## config.mk

```make
export PLATFORM = sky130hd
export DESIGN_NAME = versioned_voice_allocator
export DESIGN_NICKNAME = d
export VERILOG_FILES = /design/src/design/vva_pkg.sv /design/src/design/vva_alu.sv /design/src/design/vva_core.sv /design/src/design/versioned_voice_allocator.sv
export VERILOG_INCLUDE_DIRS = /design/src /design/src/design
export SDC_FILE = /design/constraint.sdc
export NUM_CORES = 1
export LEC_CHECK = 0
export ABC_AREA = 1
export BUFFER_PORTS_ARGS = -buffer_cell sky130_fd_sc_hd__buf_4
export CORE_MARGIN = 1.5
export CORE_UTILIZATION = 50
export CTS_BUF_LIST = sky130_fd_sc_hd__clkbuf_2
export CTS_CLUSTER_SIZE = 10
export DETAILED_ROUTE_END_ITERATION = 8
export GPL_TIMING_DRIVEN = 0
export HOLD_SLACK_MARGIN = 0.05
export PLACE_DENSITY = 0.66
export SLEW_MARGIN = 20
export SYNTH_ARGS = -nofsm -noshare
export SYNTH_HDL_FRONTEND = slang
export SYNTH_SLANG_ARGS = --single-unit
```

## constraint.sdc

```tcl
create_clock -name clk -period 6 [get_ports clk]
set_input_delay 0.6 -clock clk [delete_from_list [all_inputs] [get_ports clk]]
set_output_delay 0.6 -clock clk [all_outputs]
set_load 0.03 [all_outputs]
```

## src/design/assert_macros.svh

```systemverilog
// Assertion macros used by the design core.
`ifndef ASSERT_MACROS_SVH
`define ASSERT_MACROS_SVH

`ifndef ASSERT_OFF

`define ASSERT_ALWAYS(label, clk, rst, prop) \
  label: assert property (@(posedge clk) disable iff (rst) (prop)) \
    else $error("assertion failed");

`define ASSERT_NEXT(label, clk, rst, pre, post) \
  label: assert property (@(posedge clk) disable iff (rst) (pre) |=> (post)) \
    else $error("assertion failed");

`else

`define ASSERT_ALWAYS(label, clk, rst, prop)

`define ASSERT_NEXT(label, clk, rst, pre, post)

`endif

`endif

```

## src/design/vva_pkg.sv

```systemverilog
`timescale 1ns / 1ps

package vva_pkg;

  localparam int NUM_VOICES_DEF = 16;
  localparam int GEN_BITS_DEF = 4;
  localparam int ALU_W = 17;

  localparam logic [2:0] OP_PLAY = 3'd0;
  localparam logic [2:0] OP_TOUCH = 3'd1;
  localparam logic [2:0] OP_STOP = 3'd2;
  localparam logic [2:0] OP_FLIP = 3'd3;
  localparam logic [2:0] OP_STOP_ALL = 3'd4;
  localparam logic [2:0] OP_QUERY = 3'd5;

  localparam logic [2:0] ACT_NONE = 3'd0;
  localparam logic [2:0] ACT_START = 3'd1;
  localparam logic [2:0] ACT_RESUME = 3'd2;
  localparam logic [2:0] ACT_UPDATE = 3'd3;
  localparam logic [2:0] ACT_FADE = 3'd4;
  localparam logic [2:0] ACT_PAUSE_REL = 3'd5;
  localparam logic [2:0] ACT_HALT_ALL = 3'd6;
  localparam logic [2:0] ACT_DONE = 3'd7;

  localparam logic [1:0] ALU_ADD = 2'd0;
  localparam logic [1:0] ALU_SUB = 2'd1;
  localparam logic [1:0] ALU_EQ = 2'd2;

  typedef struct packed {
    logic [2:0]  operation;
    logic        handle_present;
    logic [7:0]  handle;
    logic [15:0] sound_id;
    logic        sound_ok;
    logic        voice_paused;
    logic        voice_playing;
  } in_t;

  typedef struct packed {
    logic [2:0] action;
    logic [3:0] voice;
    logic [7:0] handle_out;
    logic       handle_good;
    logic       is_playing;
    logic       last;
  } out_t;

  typedef struct packed {
    logic valid;
    out_t data;
  } emit_t;

  typedef struct packed {
    logic [1:0]       op;
    logic [ALU_W-1:0] a;
    logic [ALU_W-1:0] b;
  } alu_req_t;

  typedef struct packed {
    logic [ALU_W-1:0] y;
    logic             eq;
  } alu_rsp_t;

endpackage

```

## src/design/vva_alu.sv

```systemverilog
`timescale 1ns / 1ps

module vva_alu (
  input  vva_pkg::alu_req_t req,
  output vva_pkg::alu_rsp_t rsp
);
  import vva_pkg::*;

  always_comb begin
    rsp.eq = (req.a == req.b);
    unique case (req.op)
      ALU_ADD: rsp.y = req.a + req.b;
      ALU_SUB: rsp.y = req.a - req.b;
      default: rsp.y = '0;
    endcase
  end

endmodule

```

## src/design/vva_core.sv

```systemverilog
`timescale 1ns / 1ps
`include "assert_macros.svh"

module vva_core #(
  parameter int NUM_VOICES = vva_pkg::NUM_VOICES_DEF,
  parameter int GEN_BITS = vva_pkg::GEN_BITS_DEF
) (
  input  logic           clk,
  input  logic           rst,
  input  vva_pkg::in_t   req,
  input  logic           start,
  output logic           idle,
  input  logic           slot_free,
  output vva_pkg::emit_t emit
);
  import vva_pkg::*;

  localparam int VW = $clog2(NUM_VOICES);
  localparam int CW = $clog2(NUM_VOICES + 1);
  localparam logic [CW-1:0] FULL = CW'(NUM_VOICES);
  localparam logic [VW-1:0] LAST_V = VW'(NUM_VOICES - 1);
  localparam logic [7:0] NV8 = 8'(NUM_VOICES);

  localparam logic [3:0] ST_IDLE = 4'd0;
  localparam logic [3:0] ST_CHK = 4'd1;
  localparam logic [3:0] ST_BND = 4'd2;
  localparam logic [3:0] ST_STOP = 4'd3;
  localparam logic [3:0] ST_POP = 4'd4;
  localparam logic [3:0] ST_STK = 4'd5;
  localparam logic [3:0] ST_GINC = 4'd6;
  localparam logic [3:0] ST_SCAN = 4'd7;
  localparam logic [3:0] ST_SEND_A = 4'd8;
  localparam logic [3:0] ST_SEND_B = 4'd9;

  logic [3:0]            state;
  in_t                   rq;
  logic [VW-1:0]         idx;
  logic                  rng;
  logic [VW-1:0]         cnt;
  out_t                  res_a;
  out_t                  res_b;
  logic                  two;
  logic [CW-1:0]         count;
  logic [NUM_VOICES-1:0] in_free;
  logic [NUM_VOICES-1:0] live_now;
  logic [NUM_VOICES-1:0] live_prev;
  logic [NUM_VOICES-1:0] gen_vld;
  logic [NUM_VOICES-1:0] bnd_vld;
  logic [NUM_VOICES-1:0] stk_vld;

  logic [GEN_BITS-1:0] gen_mem [NUM_VOICES];
  logic [15:0]         bnd_mem [NUM_VOICES];
  logic [VW-1:0]       stk_mem [NUM_VOICES];

  logic [GEN_BITS-1:0] gen_q;
  logic                gen_qv;
  logic [15:0]         bnd_q;
  logic                bnd_qv;
  logic [VW-1:0]       stk_q;
  logic                stk_qv;
  logic [VW-1:0]       stk_qa;

  alu_req_t alu_req;
  alu_rsp_t alu_rsp;

  logic [7:0]          req_hv;
  logic [VW-1:0]       req_idx;
  logic [GEN_BITS-1:0] gen_val;
  logic [16:0]         bnd_val;
  logic [VW-1:0]       stk_val;
  logic                live_any;
  logic                cur;
  logic                rel;
  logic                b_eq;
  logic                restart;
  logic [GEN_BITS-1:0] new_gen;
  logic [7:0]          fresh_hid;
  logic [VW-1:0]       push_idx;
  logic                push_can;
  logic                push_do;
  logic                gen_we;
  logic                bnd_we;
  logic                gen_re;
  logic [VW-1:0]       gen_ra;
  logic [VW-1:0]       stk_wa;

  function automatic out_t mk(input logic [2:0] act, input logic [VW-1:0] v,
                              input logic [7:0] h, input logic good,
                              input logic play, input logic fin);
    out_t r;
    logic [7:0] w;
    w = 8'(v);
    r.action = act;
    r.voice = w[3:0];
    r.handle_out = h;
    r.handle_good = good;
    r.is_playing = play;
    r.last = fin;
    return r;
  endfunction

  vva_alu u_alu (
    .req (alu_req),
    .rsp (alu_rsp)
  );

  assign req_hv = req.handle >> GEN_BITS;
  assign req_idx = req_hv[VW-1:0];
  assign gen_val = gen_qv ? gen_q : '0;
  assign bnd_val = bnd_qv ? {1'b1, bnd_q} : 17'd0;
  assign stk_val = stk_qv ? stk_q : stk_qa;
  assign live_any = live_now[idx] | live_prev[idx];
  assign cur = rq.handle_present & rng & alu_rsp.eq;
  assign rel = ~live_now[cnt] & live_prev[cnt];
  assign b_eq = alu_rsp.eq;
  assign restart = ~(b_eq & (rq.voice_paused | rq.voice_playing));
  assign new_gen = alu_rsp.y[GEN_BITS-1:0];
  assign fresh_hid = (8'(idx) << GEN_BITS) | 8'(new_gen);
  assign push_idx = (state == ST_STOP) ? idx : cnt;
  assign push_can = ~in_free[push_idx] & (count < FULL);
  assign push_do = push_can & ((state == ST_STOP) | ((state == ST_SCAN) & rel & slot_free));
  assign gen_we = (state == ST_GINC);
  assign bnd_we = ((state == ST_BND) & restart) | (state == ST_GINC);
  assign gen_re = start | (state == ST_STK);
  assign gen_ra = (state == ST_STK) ? stk_val : req_idx;
  assign stk_wa = count[VW-1:0];
  assign idle = (state == ST_IDLE);

  always_comb begin
    alu_req.op = ALU_EQ;
    alu_req.a = '0;
    alu_req.b = '0;
    case (state)
      ST_CHK: begin
        alu_req.a = ALU_W'(gen_val);
        alu_req.b = ALU_W'(rq.handle[GEN_BITS-1:0]);
      end
      ST_BND: begin
        alu_req.a = ALU_W'(bnd_val);
        alu_req.b = ALU_W'({1'b1, rq.sound_id});
      end
      ST_STOP, ST_SCAN: begin
        alu_req.op = ALU_ADD;
        alu_req.a = ALU_W'(count);
        alu_req.b = ALU_W'(1);
      end
      ST_POP: begin
        alu_req.op = ALU_SUB;
        alu_req.a = ALU_W'(count);
        alu_req.b = ALU_W'(1);
      end
      ST_GINC: begin
        alu_req.op = ALU_ADD;
        alu_req.a = ALU_W'(gen_val);
        alu_req.b = ALU_W'(1);
      end
      default: begin
      end
    endcase
  end

  always_comb begin
    emit.valid = 1'b0;
    emit.data = res_a;
    case (state)
      ST_SCAN: begin
        emit.valid = rel & slot_free;
        emit.data = mk(ACT_PAUSE_REL, cnt, 8'd0, 1'b0, 1'b0, 1'b0);
      end
      ST_SEND_A: emit.valid = slot_free;
      ST_SEND_B: begin
        emit.valid = slot_free;
        emit.data = res_b;
      end
      default: begin
      end
    endcase
  end

  always_ff @(posedge clk) begin
    if (gen_we) begin
      gen_mem[idx] <= new_gen;
    end
    if (bnd_we) begin
      bnd_mem[idx] <= rq.sound_id;
    end
    if (push_do) begin
      stk_mem[stk_wa] <= push_idx;
    end
    if (gen_re) begin
      gen_q <= gen_mem[gen_ra];
      gen_qv <= gen_vld[gen_ra];
    end
    if (start) begin
      bnd_q <= bnd_mem[req_idx];
      bnd_qv <= bnd_vld[req_idx];
    end
    if (state == ST_POP) begin
      stk_q <= stk_mem[alu_rsp.y[VW-1:0]];
      stk_qv <= stk_vld[alu_rsp.y[VW-1:0]];
      stk_qa <= alu_rsp.y[VW-1:0];
    end
  end

  always_ff @(posedge clk) begin
    if (rst) begin
      state <= ST_IDLE;
      count <= FULL;
      in_free <= '1;
      live_now <= '0;
      live_prev <= '0;
      gen_vld <= '0;
      bnd_vld <= '0;
      stk_vld <= '0;
    end else begin
      unique case (state)
        ST_IDLE: begin
          if (start) begin
            rq <= req;
            idx <= req_idx;
            rng <= (req_hv < NV8);
            two <= 1'b0;
            cnt <= '0;
            unique case (req.operation) inside
              OP_STOP_ALL: begin
                count <= FULL;
                in_free <= '1;
                live_now <= '0;
                live_prev <= '0;
                gen_vld <= '0;
                bnd_vld <= '0;
                stk_vld <= '0;
                res_a <= mk(ACT_HALT_ALL, '0, 8'd0, 1'b0, 1'b0, 1'b1);
                state <= ST_SEND_A;
              end
              OP_FLIP: state <= ST_SCAN;
              OP_PLAY, OP_TOUCH, OP_STOP, OP_QUERY: state <= ST_CHK;
              default: begin
                res_a <= mk(ACT_NONE, '0, 8'd0, 1'b0, 1'b0, 1'b1);
                state <= ST_SEND_A;
              end
            endcase
          end
        end
        ST_CHK: begin
          unique case (rq.operation)
            OP_PLAY: begin
              if (!rq.sound_ok) begin
                res_a <= mk(ACT_DONE, '0, 8'd0, 1'b0, 1'b0, 1'b1);
                state <= ST_SEND_A;
              end else if (cur && live_any) begin
                state <= ST_BND;
              end else if (count == '0) begin
                res_a <= mk(ACT_DONE, '0, 8'd0, 1'b0, 1'b0, 1'b1);
                state <= ST_SEND_A;
              end else begin
                state <= ST_POP;
              end
            end
            OP_TOUCH: begin
              state <= ST_SEND_A;
              if (cur) begin
                live_now[idx] <= 1'b1;
                res_a <= mk(ACT_UPDATE, idx, 8'd0, 1'b0, 1'b0, 1'b1);
              end else begin
                res_a <= mk(ACT_NONE, '0, 8'd0, 1'b0, 1'b0, 1'b1);
              end
            end
            OP_STOP: begin
              if (cur) begin
                state <= ST_STOP;
              end else begin
                res_a <= mk(ACT_NONE, '0, 8'd0, 1'b0, 1'b0, 1'b1);
                state <= ST_SEND_A;
              end
            end
            OP_QUERY: begin
              res_a <= mk(ACT_DONE, '0, 8'd0, 1'b0, cur & rq.voice_playing, 1'b1);
              state <= ST_SEND_A;
            end
            default: begin
              res_a <= mk(ACT_NONE, '0, 8'd0, 1'b0, 1'b0, 1'b1);
              state <= ST_SEND_A;
            end
          endcase
        end
        ST_BND: begin
          live_now[idx] <= 1'b1;
          state <= ST_SEND_A;
          if (b_eq && rq.voice_paused) begin
            res_a <= mk(ACT_RESUME, idx, rq.handle, 1'b1, 1'b0, 1'b0);
            res_b <= mk(ACT_UPDATE, idx, rq.handle, 1'b1, 1'b0, 1'b1);
            two <= 1'b1;
          end else if (b_eq && rq.voice_playing) begin
            res_a <= mk(ACT_UPDATE, idx, rq.handle, 1'b1, 1'b0, 1'b1);
          end else begin
            res_a <= mk(ACT_START, idx, rq.handle, 1'b1, 1'b0, 1'b0);
            res_b <= mk(ACT_UPDATE, idx, rq.handle, 1'b1, 1'b0, 1'b1);
            two <= 1'b1;
          end
        end
        ST_STOP: begin
          if (push_do) begin
            count <= alu_rsp.y[CW-1:0];
            in_free[idx] <= 1'b1;
          end
          live_now[idx] <= 1'b0;
          live_prev[idx] <= 1'b0;
          bnd_vld[idx] <= 1'b0;
          res_a <= mk(ACT_FADE, idx, 8'd0, 1'b0, 1'b0, 1'b1);
          state <= ST_SEND_A;
        end
        ST_POP: begin
          count <= alu_rsp.y[CW-1:0];
          state <= ST_STK;
        end
        ST_STK: begin
          idx <= stk_val;
          in_free[stk_val] <= 1'b0;
          state <= ST_GINC;
        end
        ST_GINC: begin
          live_now[idx] <= 1'b1;
          res_a <= mk(ACT_START, idx, fresh_hid, 1'b1, 1'b0, 1'b0);
          res_b <= mk(ACT_UPDATE, idx, fresh_hid, 1'b1, 1'b0, 1'b1);
          two <= 1'b1;
          state <= ST_SEND_A;
        end
        ST_SCAN: begin
          if (push_do) begin
            count <= alu_rsp.y[CW-1:0];
            in_free[cnt] <= 1'b1;
          end
          if (!rel || slot_free) begin
            if (cnt == LAST_V) begin
              live_prev <= live_now;
              live_now <= '0;
              res_a <= mk(ACT_DONE, '0, 8'd0, 1'b0, 1'b0, 1'b1);
              state <= ST_SEND_A;
            end else begin
              cnt <= cnt + VW'(1);
            end
          end
        end
        ST_SEND_A: begin
          if (slot_free) begin
            state <= two ? ST_SEND_B : ST_IDLE;
          end
        end
        ST_SEND_B: begin
          if (slot_free) begin
            state <= ST_IDLE;
          end
        end
        default: state <= ST_IDLE;
      endcase
      if (gen_we) begin
        gen_vld[idx] <= 1'b1;
      end
      if (bnd_we) begin
        bnd_vld[idx] <= 1'b1;
      end
      if (push_do) begin
        stk_vld[stk_wa] <= 1'b1;
      end
    end
  end

  `ASSERT_ALWAYS(a_count_range, clk, rst, count <= FULL)
  `ASSERT_ALWAYS(a_free_match, clk, rst, (state != ST_STK) |-> ($countones(in_free) == int'(count)))
  `ASSERT_ALWAYS(a_pop_free, clk, rst, (state == ST_STK) |-> in_free[stk_val])
  `ASSERT_NEXT(a_last_idle, clk, rst, emit.valid && emit.data.last, state == ST_IDLE)

endmodule

```

## src/design/versioned_voice_allocator.sv

```systemverilog
`timescale 1ns / 1ps

// Voice allocator that hands out mixer voices through handles of a voice number and a
// generation count. Requests are taken one at a time and answered with one or more
// result transfers, the final one marked by last. A small sequencer drives one shared
// add and compare unit and registered-read tables for generations, bound sounds and the
// free stack; a frame flip walks every voice, and the sequencer waits whenever the result
// side stalls. A stop-all clears every table at once through per-entry valid flags, so no
// clearing pass follows reset. The next request is accepted while the last result still
// waits in the output register.
module versioned_voice_allocator #(
  parameter int NUM_VOICES = vva_pkg::NUM_VOICES_DEF,
  parameter int GEN_BITS = vva_pkg::GEN_BITS_DEF
) (
  input  logic          clk,
  input  logic          rst,
  input  logic          req_valid,
  output logic          req_ready,
  input  vva_pkg::in_t  req,
  output logic          res_valid,
  input  logic          res_ready,
  output vva_pkg::out_t res
);
  import vva_pkg::*;

  logic  idle;
  logic  start;
  logic  slot_free;
  emit_t emit;

  assign req_ready = idle;
  assign start = req_valid & idle;
  assign slot_free = ~res_valid | res_ready;

  vva_core #(
    .NUM_VOICES (NUM_VOICES),
    .GEN_BITS   (GEN_BITS)
  ) u_core (
    .clk       (clk),
    .rst       (rst),
    .req       (req),
    .start     (start),
    .idle      (idle),
    .slot_free (slot_free),
    .emit      (emit)
  );

  always_ff @(posedge clk) begin
    if (rst) begin
      res_valid <= 1'b0;
    end else if (emit.valid) begin
      res_valid <= 1'b1;
    end else if (res_ready) begin
      res_valid <= 1'b0;
    end
  end

  always_ff @(posedge clk) begin
    if (emit.valid) begin
      res <= emit.data;
    end
  end

endmodule

```

==> results.json <==
{
  "outcome": "finished clean",
  "async_flop_share_pct": 0,
  "cpMostUsedCell": "nand3_1",
  "crit_required_ns": 7.06,
  "die_h_um": 234,
  "maxCapViolations": 0,
  "syn_area_per_cell_um2": 10.6,
  "synth_edf_count": 503,
  "drt.antenna.violating_nets": 0,
  "r2r_end": "u_core.stk_q[3]$_DFFE_PP_",
  "p_clk_share_pct": 29.5,
  "cts-root-buf": "clkbuf_2",
  "path_cells": "nand2_1 > nor2_4 > buf_2 > nand2_1 > nand3_1 > inv_1 > ha_1 > or2_2 > nand3_1 > ha_1 > nand2_1 > nor2_1 > a211oi_1 > or2_2 > nand3_1 > inv_1 > nand3_1 > o21ai_0",
  "power.internal_mw": 6.41,
  "gp_congestion": 0.992,
  "synth_area_leaders": "edfxtp_1 (57%), dfxtp_1 (7.9%), nand2_1 (5.3%)",
  "min_period_over_period_pct": 79.4,
  "htreeDepth": 4,
  "synth_fp_nets": 2572,
  "rsz0062_at_grt": "false",
  "vias": 20700,
  "fp.coreArea_um2": 52700,
  "cts.repair.resized": 0,
  "dr.pass1.iters": 6,
  "wl_per_cell_um": 22.5,
  "io_pins": 55,
  "worst-setup-path-type": "flop to flop",
  "ir_worst_vdd_uv": 198,
  "die_w_um": 234,
  "drt_iter0_markers": 2302,
  "row_count": 84,
  "cts_hold_buf": 66,
  "tightest_slew_ns": 1.18,
  "dieArea_um2": 54800,
  "critPathSlowestCell": "inv_1",
  "reg2reg_slack_ns": 1.24,
  "routed_wl_um": 81300,
  "numClockSinks": 609,
  "seq_area_frac_synth_pct": 64.5,
  "clk_pin_slew_ns": 0.11,
  "synth_flop_cell": "edfxtp_1",
  "grt_start_max_net_pins": 27,
  "clock_latency_ns": 1.33,
  "power_leakage_nw": 11.7,
  "fin_skew_ns": 0.134,
  "dp_hpwl_um": 56000,
  "min_from": "res_ready",
  "cp_max_fo": 22,
  "post_cts_buffers": 0,
  "netlist.area_leader.share_pct": 56.6,
  "rr_startpoint": "u_core.state[1]$_SDFFE_PP0P_",
  "grt_pass1_vias": 20100,
  "pwr-share-comb_pct": 17.8,
  "pwr-share-seq_pct": 52.6,
  "synth-seq-cells": 609,
  "crit_family": "simple AND/OR/NAND/NOR gates",
  "initial_utilization_pct": 50.7,
  "stdcell_area_um2": 30100,
  "grt_overflow": 0,
  "grt_pass1_wl_um": 121000,
  "timing.setup.tns_ns": 0,
  "grt_usage_pct": 30.3,
  "layout_min_cycle_time_ns": 4.76,
  "cp.buffers_inverters": 3,
  "crit_arrival_ns": 5.83,
  "drc": 0,
  "final_common_cell": "edfxtp_1",
  "synth_top_cell_by_area": "edfxtp_1",
  "viasPerCell": 5.73,
  "relSlewSlack_pct": 21.3,
  "drive_gt1_share_pct": 13.2,
  "synth_area_um2": 26700,
  "area_growth_pct": 12.7,
  "r2r_cells": 18,
  "cts_tree": "done",
  "antenna_found_initial": 2,
  "swShare_pct": 32.7,
  "start_kind": "flop",
  "report.final.setup_viol": 0,
  "fin_nets": 2852,
  "syn_inst": 2527,
  "end_kind": "flop",
  "clockBufferDepth": 3,
  "power_density_nw_per_um2": 316,
  "finalPower_mw": 9.52,
  "cpPeakStageDelay_ns": 0.77,
  "fmax_ghz": 0.210,
  "holdPathEnd": "res_valid$_SDFFE_PP0P_",
  "hp-class": "input pin to flop",
  "placed_cells": 3273,
  "place_area_um2": 28000,
  "ys_warn_count": 0,
  "cts_made_buffers": 154,
  "yosys.cell_types.count": 45,
  "portBuffers": 54,
  "final_cell_mix": "edfxtp_1 (503), nand2_1 (376), inv_1 (271), o21ai_0 (259), nor2_1 (241)",
  "worst_hold_slack_ns": 0.349,
  "switching_power_mw": 3.11,
  "final_cell_count_no_fill": 3608,
  "final_max_slew_viol_count": 0,
  "finalHoldViolCount": 0,
  "whs_path_depth": 5
}
==> state kept, by name, indices dropped and copies added (netlist names), 4 cells and up <==
| register | flops |
|---|---|
| u_core.in_free | 16 |
| u_core.gen_q | 4 |
| u_core.stk_mem | 64 |
| u_core.live_prev | 16 |
| u_core.res_a | 18 |
| res | 18 |
| u_core.idx | 4 |
| u_core.gen_vld | 16 |
| u_core.bnd_mem | 256 |
| u_core.stk_q | 4 |
| u_core.state | 4 |
| u_core.cnt | 4 |
| u_core.bnd_q | 16 |
| u_core.stk_vld | 16 |
| u_core.live_now | 16 |
| u_core.gen_mem | 64 |
| u_core.bnd_vld | 16 |
| u_core.stk_qa | 4 |
| u_core.rq | 31 |
| u_core.count | 5 |
| u_core.res_b | 12 |
==> power groups by stage <==
stage	Sequential [mW]	Clock [mW]	Combinational, mW
6_report	5.01	2.81	1.70
5_1_grt	5.03	3.08	1.86
4_1_cts	5.00	2.87	1.67
3_5_place_dp	5.10	0	1.63
3_3_place_gp	5.10	0	1.59
2_1_floorplan	5.06	0	1.07
==> how the worst max path moves through the flow <==
stage,start,end,cells after the start
finish,u_core.state[1]$_SDFFE_PP0P_,u_core.stk_q[3]$_DFFE_PP_,18
global route,u_core.state[1]$_SDFFE_PP0P_,u_core.stk_q[2]$_DFFE_PP_,18
CTS,u_core.state[1]$_SDFFE_PP0P_,u_core.stk_q[2]$_DFFE_PP_,17
detailed placement,u_core.state[1]$_SDFFE_PP0P_,u_core.stk_q[2]$_DFFE_PP_,17
global placement,u_core.state[0]$_SDFFE_PP0P_,u_core.rq[17]$_DFFE_PP_,7
floorplan,u_core.state[3]$_SDFFE_PP0P_,u_core.stk_q[1]$_DFFE_PP_,18
==> tightest hold or removal path, delay by kind of cell <==
| family | cells | cell delay, ns |
|---|---|---|
| compound gates | 1 | 0.19 |
| buf+inv | 3 | 0.67 |
| simple gates | 1 | 0.10 |
==> area by class of cell <==
type | count | area [um^2]
fill | 4515 | 22600
sequential | 609 | 17200
multi-input combinational | 1509 | 7900
timing repair buffer | 124 | 1130
clock buffer | 219 | 1100
inverter | 288 | 1080
tap | 688 | 861
buffer | 121 | 514
clock inverter | 46 | 280
antenna | 4 | 10.0
==> metal layers <==
layer  routed length, um  global-route usage, %
met4                3240                   14.7
met2               38400                   48.5
met5                   0                      0
met1               33400                   39.5
met3                6250                   6.06
==> logic make-up after synthesis <==
family                   count (synthesis)  synth area share (%)
AND/OR/NAND/NOR                        830                  13.5
flip-flops                             609                  64.5
AO/OA/AOI/OAI                          597                  12.8
buffers and inverters                  409                  5.96
multiplexers                            68                  2.55
adder cells (fa/ha/maj)                 10                 0.497
XOR/XNOR                                 4                 0.131
==> Yosys cell counts (13+ instances only) <==
cell / number
dfxtp_1: 106
a21oi_1: 176
mux2i_1: 68
o211ai_1: 76
nor2_1: 242
nand4_1: 33
inv_1: 271
o221ai_1: 27
edfxtp_1: 503
nand2_1: 376
nand2_2: 16
clkbuf_1: 94
nor3_1: 15
o22ai_1: 21
o21ai_0: 260
nand3_1: 112
inv_2: 13
==> per-stage QoR <==
stage / setup WS, ns / utilization (%)
after CTS: 1.08 / 57.1
after global placement: 0.899 / 53.1
final: 1.24 / 57.2
after global routing: 1.14 / 57.2
after floorplan: 2.48 / -
after detailed placement: 1.12 / 53.3
No activity file was read; power rests on OpenSTA's default activity.
